[src/sv/tome_pkg.sv]
`timescale 1ns / 1ps
// ----------------------------------------------------------------------------
// tome_pkg
// Shared widths and constants for the (1-exp(-x))/x series evaluator.
// ----------------------------------------------------------------------------
package tome_pkg;

  localparam int X_W     = 51;  // signed argument
  localparam int SUM_W   = 52;  // unsigned result
  localparam int ACC_W   = 53;  // signed running sum
  localparam int TERMS_W = 7;
  localparam int TOL_W   = 17;

  // term magnitude, also the width of |x|
  localparam int MAG_W = 51;
  localparam logic [MAG_W-1:0] TERM_MAX = {MAG_W{1'b1}};

  // multiplier: term times one 17-bit slice of |x| per cycle
  localparam int CHUNK_W   = 17;
  localparam int MUL_STEPS = MAG_W / CHUNK_W;
  localparam int PROD_W    = 2 * MAG_W;
  localparam int PART_W    = MAG_W + CHUNK_W;

  // divider: quotient digits per cycle over a fixed-width dividend
  localparam int DVD_W      = 60;
  localparam int DIG_BITS   = 4;
  localparam int DIV_CYCLES = DVD_W / DIG_BITS;
  localparam int DCNT_W     = $clog2(DIV_CYCLES);

  typedef logic [MAG_W-1:0] mag_t;
  typedef logic signed [ACC_W-1:0] acc_t;

endpackage

[src/sv/taylor_one_minus_exp_over_x_core.sv]
`timescale 1ns / 1ps
// ----------------------------------------------------------------------------
// taylor_one_minus_exp_over_x_core
// Fixed-point (1-exp(-x))/x by its Taylor series on one shared mul/div unit.
// ----------------------------------------------------------------------------
// Usage:
//   Input word: in_x_value, signed Q3.48, taken when in_valid && !in_stall.
//   in_stall is high from acceptance until the result is handed to the
//   output register; one word is worked on at a time.
//   Result word: out_sum_value (saturated, Q4.48 unsigned), out_terms_used,
//   out_not_converged, offered on out_valid, taken when !out_stall.
//   The output register frees the input side: a new word can be worked on
//   while a finished result waits. A later result waits in its final state
//   until the output register is free.
//   Per term: add/check, 51x17 multiply-accumulate, scale, then radix-16
//   division by the term index; the division is the longest of these steps.
//   cfg_stop_tolerance is written on cfg_valid (cfg_ready is always high);
//   write it only while the block is idle.
//   Reset (rst_n low, synchronous) empties the output register, returns the
//   sequencer to idle and sets the tolerance to 1.
// ----------------------------------------------------------------------------
module taylor_one_minus_exp_over_x_core
  import tome_pkg::*;
#(
  parameter int MAX_TERMS = 64,
  parameter int FRAC_BITS = 48
) (
  input  logic                clk,
  input  logic                rst_n,

  input  logic                in_valid,
  output logic                in_stall,
  input  logic [X_W-1:0]      in_x_value,

  output logic                out_valid,
  input  logic                out_stall,
  output logic [SUM_W-1:0]    out_sum_value,
  output logic [TERMS_W-1:0]  out_terms_used,
  output logic                out_not_converged,

  input  logic                cfg_valid,
  output logic                cfg_ready,
  input  logic [TOL_W-1:0]    cfg_stop_tolerance
);

  localparam logic [2:0] ST_IDLE   = 3'd0;
  localparam logic [2:0] ST_CHECK  = 3'd1;
  localparam logic [2:0] ST_MUL    = 3'd2;
  localparam logic [2:0] ST_PREP   = 3'd3;
  localparam logic [2:0] ST_DIV    = 3'd4;
  localparam logic [2:0] ST_FINISH = 3'd5;

  localparam mag_t ONE_MAG = (FRAC_BITS >= MAG_W) ? TERM_MAX :
                             MAG_W'(64'd1 << FRAC_BITS);
  localparam logic [TERMS_W-1:0] MAX_CNT = TERMS_W'(MAX_TERMS);
  localparam acc_t SUM_MAX = {1'b0, {(ACC_W-1){1'b1}}};
  localparam acc_t SUM_MIN = {1'b1, {(ACC_W-1){1'b0}}};

  logic [2:0]          state_r, state_nxt;
  logic [TOL_W-1:0]    tol_r, tol_nxt;
  mag_t                x_mag_r, x_mag_nxt;
  logic                x_pos_r, x_pos_nxt;
  mag_t                term_r, term_nxt;
  logic                neg_r, neg_nxt;
  acc_t                sum_r, sum_nxt;
  logic [TERMS_W-1:0]  cnt_r, cnt_nxt;
  logic [TERMS_W-1:0]  div_r, div_nxt;
  logic                nc_r, nc_nxt;
  logic [1:0]          mcnt_r, mcnt_nxt;
  logic [DCNT_W-1:0]   dcnt_r, dcnt_nxt;
  logic [PROD_W-1:0]   prod_r, prod_nxt;
  logic [DVD_W-1:0]    dvd_r, dvd_nxt;
  logic [TERMS_W-1:0]  rem_r, rem_nxt;

  logic                ov_r, ov_nxt;
  logic [SUM_W-1:0]    o_sum_r, o_sum_nxt;
  logic [TERMS_W-1:0]  o_cnt_r, o_cnt_nxt;
  logic                o_nc_r, o_nc_nxt;

  // datapath helpers
  logic                in_acc;
  logic                out_free;
  logic                run;
  logic                tol_met;
  logic [ACC_W:0]      sum_ext;
  logic [ACC_W:0]      term_ext;
  logic [CHUNK_W-1:0]  x_chunk;
  logic [PART_W-1:0]   mul_part;
  logic [PROD_W-1:0]   p_full;
  logic                p_ovf;
  logic [DVD_W-1:0]    dv;
  logic [TERMS_W-1:0]  rm;
  logic [TERMS_W:0]    r8;
  logic                upd_en;
  mag_t                upd_mag;

  assign in_acc   = in_valid && !in_stall;
  assign out_free = !ov_r || !out_stall;
  assign tol_met  = term_r >= MAG_W'(tol_r);
  assign run      = tol_met && (cnt_r < MAX_CNT);

  // add of the signed term with a guard bit; ST_CHECK saturates the result
  always_comb begin
    term_ext = {{(ACC_W+1-MAG_W){1'b0}}, term_r};
    if (neg_r) begin
      term_ext = -term_ext;
    end
    sum_ext = {sum_r[ACC_W-1], sum_r} + term_ext;
  end

  always_comb begin
    case (mcnt_r)
      2'd2:    x_chunk = x_mag_r[3*CHUNK_W-1:2*CHUNK_W];
      2'd1:    x_chunk = x_mag_r[2*CHUNK_W-1:CHUNK_W];
      default: x_chunk = x_mag_r[CHUNK_W-1:0];
    endcase
  end

  assign mul_part = term_r * x_chunk;
  assign p_full   = prod_r >> FRAC_BITS;
  assign p_ovf    = |p_full[PROD_W-1:DVD_W];

  // DIG_BITS restoring steps; quotient bits shift in at the bottom of dvd
  always_comb begin
    dv = dvd_r;
    rm = rem_r;
    r8 = '0;
    for (int j = 0; j < DIG_BITS; j++) begin
      r8 = {rm, dv[DVD_W-1]};
      dv = {dv[DVD_W-2:0], 1'b0};
      if (r8 >= {1'b0, div_r}) begin
        rm    = TERMS_W'(r8 - {1'b0, div_r});
        dv[0] = 1'b1;
      end else begin
        rm = r8[TERMS_W-1:0];
      end
    end
  end

  always_comb begin
    state_nxt = state_r;
    tol_nxt   = tol_r;
    x_mag_nxt = x_mag_r;
    x_pos_nxt = x_pos_r;
    term_nxt  = term_r;
    neg_nxt   = neg_r;
    sum_nxt   = sum_r;
    cnt_nxt   = cnt_r;
    div_nxt   = div_r;
    nc_nxt    = nc_r;
    mcnt_nxt  = mcnt_r;
    dcnt_nxt  = dcnt_r;
    prod_nxt  = prod_r;
    dvd_nxt   = dvd_r;
    rem_nxt   = rem_r;
    ov_nxt    = ov_r && out_stall;
    o_sum_nxt = o_sum_r;
    o_cnt_nxt = o_cnt_r;
    o_nc_nxt  = o_nc_r;
    upd_en    = 1'b0;
    upd_mag   = TERM_MAX;

    if (cfg_valid && cfg_ready) begin
      tol_nxt = cfg_stop_tolerance;
    end

    case (state_r)
      ST_IDLE: begin
        if (in_acc) begin
          x_pos_nxt = !in_x_value[X_W-1] && (in_x_value != '0);
          x_mag_nxt = in_x_value[X_W-1] ? MAG_W'(-in_x_value) : MAG_W'(in_x_value);
          term_nxt  = ONE_MAG;
          neg_nxt   = 1'b0;
          sum_nxt   = '0;
          cnt_nxt   = '0;
          div_nxt   = TERMS_W'(2);
          state_nxt = ST_CHECK;
        end
      end
      ST_CHECK: begin
        if (run) begin
          if (sum_ext[ACC_W] != sum_ext[ACC_W-1]) begin
            sum_nxt = sum_ext[ACC_W] ? SUM_MIN : SUM_MAX;
          end else begin
            sum_nxt = sum_ext[ACC_W-1:0];
          end
          cnt_nxt   = cnt_r + 1'b1;
          prod_nxt  = '0;
          mcnt_nxt  = 2'(MUL_STEPS - 1);
          state_nxt = ST_MUL;
        end else begin
          nc_nxt    = tol_met;
          state_nxt = ST_FINISH;
        end
      end
      ST_MUL: begin
        // top slice first, accumulator shifts up one slice per step
        prod_nxt = (prod_r << CHUNK_W) + {{(PROD_W-PART_W){1'b0}}, mul_part};
        mcnt_nxt = mcnt_r - 1'b1;
        if (mcnt_r == '0) begin
          state_nxt = ST_PREP;
        end
      end
      ST_PREP: begin
        if (p_ovf) begin
          // quotient is beyond the term range for any divisor
          upd_en    = 1'b1;
          upd_mag   = TERM_MAX;
          state_nxt = ST_CHECK;
        end else begin
          dvd_nxt   = p_full[DVD_W-1:0];
          rem_nxt   = '0;
          dcnt_nxt  = '0;
          state_nxt = ST_DIV;
        end
      end
      ST_DIV: begin
        dvd_nxt  = dv;
        rem_nxt  = rm;
        dcnt_nxt = dcnt_r + 1'b1;
        if (dcnt_r == DCNT_W'(DIV_CYCLES - 1)) begin
          upd_en    = 1'b1;
          upd_mag   = (dv > DVD_W'(TERM_MAX)) ? TERM_MAX : dv[MAG_W-1:0];
          state_nxt = ST_CHECK;
        end
      end
      ST_FINISH: begin
        if (out_free) begin
          ov_nxt    = 1'b1;
          o_sum_nxt = sum_r[ACC_W-1] ? '0 : sum_r[SUM_W-1:0];
          o_cnt_nxt = cnt_r;
          o_nc_nxt  = nc_r;
          state_nxt = ST_IDLE;
        end
      end
      default: begin
        state_nxt = ST_IDLE;
      end
    endcase

    if (upd_en) begin
      term_nxt = upd_mag;
      neg_nxt  = (neg_r != x_pos_r) && (upd_mag != '0);
      div_nxt  = div_r + 1'b1;
    end
  end

  always_ff @(posedge clk) begin
    if (!rst_n) begin
      state_r <= ST_IDLE;
      tol_r   <= TOL_W'(1);
      ov_r    <= 1'b0;
    end else begin
      state_r <= state_nxt;
      tol_r   <= tol_nxt;
      ov_r    <= ov_nxt;
    end
  end

  always_ff @(posedge clk) begin
    x_mag_r <= x_mag_nxt;
    x_pos_r <= x_pos_nxt;
    term_r  <= term_nxt;
    neg_r   <= neg_nxt;
    sum_r   <= sum_nxt;
    cnt_r   <= cnt_nxt;
    div_r   <= div_nxt;
    nc_r    <= nc_nxt;
    mcnt_r  <= mcnt_nxt;
    dcnt_r  <= dcnt_nxt;
    prod_r  <= prod_nxt;
    dvd_r   <= dvd_nxt;
    rem_r   <= rem_nxt;
    o_sum_r <= o_sum_nxt;
    o_cnt_r <= o_cnt_nxt;
    o_nc_r  <= o_nc_nxt;
  end

  assign in_stall          = (state_r != ST_IDLE);
  assign cfg_ready         = 1'b1;
  assign out_valid         = ov_r;
  assign out_sum_value     = o_sum_r;
  assign out_terms_used    = o_cnt_r;
  assign out_not_converged = o_nc_r;

`ifndef SYNTHESIS
  // a new result word only ever comes out of the final sequencer state
  a_load_from_finish: assert property (@(posedge clk) disable iff (!rst_n)
    $rose(out_valid) |-> $past(state_r == ST_FINISH))
    else $error("result word loaded outside the final state");

  // non-convergence only when the term budget is used up
  a_nc_at_limit: assert property (@(posedge clk) disable iff (!rst_n)
    (out_valid && out_not_converged) |-> (out_terms_used == MAX_CNT))
    else $error("not_converged without reaching the term limit");

  a_terms_bound: assert property (@(posedge clk) disable iff (!rst_n)
    out_valid |-> (out_terms_used <= MAX_CNT))
    else $error("term count beyond the limit");

  // division remainder stays below the divisor
  a_rem_bound: assert property (@(posedge clk) disable iff (!rst_n)
    (state_r == ST_DIV) |-> (rem_r < div_r))
    else $error("divider remainder not below divisor");
`endif

endmodule
[config.mk]
export PLATFORM = sky130hd
export DESIGN_NAME = taylor_one_minus_exp_over_x_core
export DESIGN_NICKNAME = d
export VERILOG_FILES = /design/src/sv/tome_pkg.sv /design/src/sv/taylor_one_minus_exp_over_x_core.sv
export SDC_FILE = /design/constraint.sdc
export NUM_CORES = 2
export LEC_CHECK = 0
export BUFFER_PORTS_ARGS = -buffer_cell sky130_fd_sc_hd__buf_2
export CORE_AREA = 4 4 444 402
export CTS_BUF_LIST = sky130_fd_sc_hd__clkbuf_4 sky130_fd_sc_hd__clkbuf_8
export DETAILED_ROUTE_END_ITERATION = 10
export DIE_AREA = 0 0 448 406
export SLEW_MARGIN = 15
export SYNTH_ARGS = -nofsm -noshare
export SYNTH_HDL_FRONTEND = slang
export SYNTH_SLANG_ARGS = --single-unit
[constraint.sdc]
create_clock -name clk -period 12.7 [get_ports clk]
set_clock_uncertainty 0.05 [all_clocks]
set_input_delay 0.635 -clock clk [delete_from_list [all_inputs] [get_ports clk]]
set_output_delay 0.635 -clock clk [all_outputs]
set_load 0.01 [all_outputs]
### Yosys cells after proc, flatten, opt, wreduce, memory -nomap -nowiden

Cells that the tools add are included.

* reductions and logical operators: 27
* bitwise logic cells: 1
* multipliers: 1
* $lt $le $gt $ge: 7
* muxes and demuxes: 48
* add/sub/neg operators: 12
* eq/ne operators: 15

Operator list (count)
* two-way mux 51 bit: 6
* two-way mux 53 bit: 4
* case mux 102 bit (2 select lines): 1
* case mux 60 bit (2 select lines): 1
* case mux 53 bit (2 select lines): 1
* adder 102 x 68 -> 102 bit: 1
* two-way mux 102 bit: 1
* nonzero test 51 bit: 2
* multiplier 51 x 17 -> 68 bit: 1
* two-way mux 7 bit: 9
* > comparator 60 x 51 -> 1 bit, second input constant: 1
* adder 54 bit: 1
* two-way mux 54 bit: 1
* negator 51 -> 54 bit: 1
* greater-or-equal comparator 51 x 17 -> 1 bit: 1
* negator 51 bit: 1
* two-way mux 50 bit: 1
* case mux 17 bit (2 select lines): 1
* greater-or-equal comparator 8 x 7 -> 1 bit: 4
* case mux 7 bit (2 select lines): 2
* subtractor 7 bit: 4
* case mux 3 bit (6 select lines): 1
* two-way mux 3 bit: 5
* adder 7 x 1 -> 7 bit, second input constant: 2
* other kinds (26): 58

* output and inout port bits: 63
* bits in registers: 428
* bits of input ports: 73
* logic and storage cells: 131

### Longest topological paths before layout

* word-level depth: 15
* gate-level depth with buffers: 43
* depth with buffers taken out: 40

### Worst setup path before layout

OpenSTA, ideal clock, no wires.

* kind: reg-to-reg
* from: register term_r[23]
* to: register mcnt_r[0] (enable)
* library setup time: 712 ps
* cell stages (with the launch flop): 12
* arrival: 10069 ps
* period minus slack after synthesis: 10830 ps
* path buffers: 1
* setup slack: 1870 ps
* required time: 11938 ps
* cells stage by stage: edfxtp_1 clkbuf_1 or4_1 or3_1 or2_2 or3_1 nor3_1 nor2_1 nand2_1 a21oi_1 or2_2 o21ai_0

* word-level cells in the longest chain between the ends: 4

RTL lines
* start: declaration: RTL line taylor_one_minus_exp_over_x_core.sv:63 `mag_t term_r, term_nxt;`
* start signal: assignment: RTL line taylor_one_minus_exp_over_x_core.sv:263 `term_r <= term_nxt;`
* greater-or-equal comparator 51 x 17 -> 1 bit: RTL line taylor_one_minus_exp_over_x_core.sv:99 `assign tol_met = term_r >= MAG_W'(tol_r);`
* logical AND 1 bit: RTL line taylor_one_minus_exp_over_x_core.sv:100 `assign run = tol_met && (cnt_r < MAX_CNT);`
* != test 2 bit (no source line)
* AND reduction 2 bit (no source line)
* end signal: assignment: RTL line taylor_one_minus_exp_over_x_core.sv:269 `mcnt_r <= mcnt_nxt;`
* end: declaration: RTL line taylor_one_minus_exp_over_x_core.sv:69 `logic [1:0] mcnt_r, mcnt_nxt;`

No other way between the ends.
A chain may end at the register's enable or synchronous reset.

### Worst setup path after layout

* from: register mcnt_r[0]
* to: register prod_r[66], data pin

* word-level cells in the longest chain between the ends: 5
* elaborated cells on any way between the ends: 6
* those cells by class: 1 x add/sub; 1 x mul; 2 x eq/ne; 2 x mux

RTL lines
* == test 2 x 1 -> 1 bit or == test 2 bit (tied branches): RTL line taylor_one_minus_exp_over_x_core.sv:112 `case (mcnt_r)`
* case mux 17 bit (2 select lines) (*): RTL line taylor_one_minus_exp_over_x_core.sv:112
* multiplier 51 x 17 -> 68 bit (*): RTL line taylor_one_minus_exp_over_x_core.sv:119 `assign mul_part = term_r * x_chunk;`
* adder 102 x 68 -> 102 bit (*): RTL line taylor_one_minus_exp_over_x_core.sv:198 `prod_nxt = (prod_r << CHUNK_W) + {{(PROD_W-PART_W){1'b0}}, mul_part};`
* case mux 102 bit (2 select lines) (*): RTL line taylor_one_minus_exp_over_x_core.sv:167 `case (state_r)`
* end signal: assignment: RTL line taylor_one_minus_exp_over_x_core.sv:271 `prod_r <= prod_nxt;`
* end: declaration: RTL line taylor_one_minus_exp_over_x_core.sv:71 `logic [PROD_W-1:0] prod_r, prod_nxt;`

Every way passes the cells marked *; elsewhere a longest branch is shown, timed or not.

==> results.yml <==
outcome:
  status: "completed"
placed_design:
  gp_congestion: 0.914
  placed_cells: 7749
  port_buffers: 134
  place_hpwl_um: 115000
sta:
  fmax_mhz: 96.2
  rsz0062_at_grt: "no"
  setup_tns_ns: 0
  hold_violations: 0
  fin_crit_sh_pct: 81.9
  setup_viol: 0
  final_max_slew_viol_count: 0
  slew_headroom_pct: 17.4
  tightest_slew_ns: 1.21
  period_needed_ns: 10.40
  whs_ns: 0.0952
synth:
  async_flop_share_pct: 0
  syn_nets: 6698
  synth.area.mux_share_pct: 0.660
  syn_avg_cell_area_um2: 9.32
  yosysUniqueCellTypes: 74
  synth_top_family_by_area: "adder cells"
  synth_area_mm2: 0.0519
  ys_ff_latch: 428
  yosysSeqAreaShare_pct: 24.4
  yosys_warnings: 0
  synth_compound_area_share_pct: 8.79
  synth_ff_type: "edfxtp_1"
  netlist_instances: 5568
  synth-edff-count: 407
  synthSimpleGateAreaFrac_pct: 16.4
  synthAdderAreaFrac_pct: 36.9
  synth_xor_area_share_pct: 4.13
critical_path:
  worstPathArrival_ns: 10.81
  worst_setup_path_start_kind: "flop"
  critical_path.n_buffers_inverters: 5
  cp.required_ns: 13.11
  crit_type: "reg -> reg"
  crit_fanout: 35
  crit_top_cell: "fa_1"
  worst-path-stages: 27
  end_kind: "flop"
  rr_worst_depth: 27
  cp_slowest_cell: "a2111oi_0"
  cpLargestDelayFamily: "adder cells"
  critPathMaxStageDelay_ns: 1.11
layout:
  finalNonFillerCells: 7884
  syn2layout_area_growth_pct: 9.23
  final_cell_mix: "949 x nand2_1, 888 x inv_1, 790 x fa_1"
  mostFrequentLayoutCell: "nand2_1"
  n_fill_cell: 17900
  layout.nets: 6679
  final_layout_size_suffix_gt1_share_pct: 7.33
  final_core_util_pct: 32.7
detailed_routing:
  routed_wl_um: 152000
  drcViolationCount: 0
  vias: 38900
  drt-pass1-iter-count: 6
  avgViaCountPerCell: 4.93
  drt-wirelength-per-cell_um: 19.2
  drt_iter0_markers: 2949
  ant_nets: 0
cts:
  clkTransAtPathRegs_ns: 0.06
  ctsResizeCount: 0
  ctsHtreeMaxLevel: 3
  clk_path_buf_depth: 3
  cts.sinks: 428
  clock_tree.root_cell: "clkbuf_8"
  cts_buffers: 75
  cts_tree: "built"
  clock_latency_ns: 0.78
floorplanning:
  dieWidth_um: 448
  core-area_mm2: 0.173
  initial_core_util_pct: 29.9
  die_h_um: 406
  die_area_mm2: 0.182
  pin_count: 136
  num_rows: 145
hold_path:
  whs_path_depth: 3
  hold_path_class: "in -> reg"
job:
  maxCapViolCount: 0
grt:
  antenna_found_initial: 2
  grt_pass1_vias: 40600
  track_usage_pct: 16.9
  grt_max_degree: 92
  grt_first_pass_wirelength_um: 240000
  grt.overflow.total: 0
## cells in the mapped netlist (all sizes together) (9+ instances only)
library cell    n  area, um^2
nand2         952        3570
inv           889        3340
fa            790       15800
edfxtp        407       12200
clkbuf        309        1160
nor2          297        1110
ha            267        3340
nor2b         222        1390
a21oi         208        1040
o21ai         198         991
xnor2         184        1610
a21o           98         736
and2           86         538
nand3          64         320
xor2           61         534
nand4          42         263
nor3           42         210
o31ai          39         298
or3            37         231
and3           33         206
o21bai         29         218
nand2b         27         169
mux2i          23         230
or4            22         176
dfxtp          21         420
o21a           20         150
nor4           19         119
a22oi          18         135
o41ai          17         190
a31oi          16         100
a211oi         15         113
mux2           10         113
buf             9        46.3
o211ai          9        67.6
or2             9        56.3
## worst paths after layout
kind / startpoint / slack (ns) / endpoint
worst min register to register: nc_r$_DFFE_PP_ / 0.40 / out_not_converged$_DFFE_PP_
worst max-delay path: mcnt_r[0]$_SDFFCE_PN0P_ / 2.30 / prod_r[66]$_SDFFCE_PN0P_
worst max register to register: mcnt_r[0]$_SDFFCE_PN0P_ / 2.30 / prod_r[66]$_SDFFCE_PN0P_
worst min-delay path: cfg_stop_tolerance[0] / 0.1 / tol_r[0]$_SDFFE_PN1P_
## tightest hold or removal path, cell delays in order
cell     delay [ns]
buf_2          0.09
mux2i_1        0.06
nand2_1        0.06
## stage by stage
stage               cell area (um^2)  setup slack, ns
floorplan                      51900             1.87
global placement               55100             2.16
detailed placement             55100             2.35
CTS                            56700             2.34
global route                   56700             1.74
finish                         56700             2.30
## per-layer routing
layer	track usage (%)	part of all wire, %
met5	0	0.011
met4	4.13	2.3
met3	3.43	8.2
met2	26.4	45
met1	23.9	44
## final cells by class
cell class	instances	area, um^2	area share, %
timing repair buffer	222	1330	2.35
multi-input combinational	3933	35000	61.7
clock inverter	38	362	0.638
inverter	889	3340	5.88
clock buffer	95	1180	2.09
tap	2278	2850	5.03
antenna	1	2.50	0.00441
sequential	428	12600	22.3
## registers in the layout, summed over array words and instances (netlist names), 2 cells and up
register        flops
state_r             3
out_terms_used      7
rem_r               7
sum_r              53
out_sum_value      52
dvd_r              60
dcnt_r              4
tol_r              17
mcnt_r              2
cnt_r               7
x_mag_r            51
div_r               7
term_r             51
prod_r            102
## timing repair
item | 4_1_cts | 5_1_grt
buffers inserted | 0 | 0
hold buffers | 1 | 0
hold endpoints to repair | 1 | 0
## cells by family after synthesis
family | count (synthesis)
AOI/OAI and AO/OA | 727
xor gates and xnor gates | 245
adders and majority gates | 1057
buffers and inverters | 1207
DFF | 428
muxes | 33
other | 1
and+or+nand+nor | 1870
Power is not shown: default switching activity piles up to over one toggle a cycle in this logic, so the estimate is an artifact.
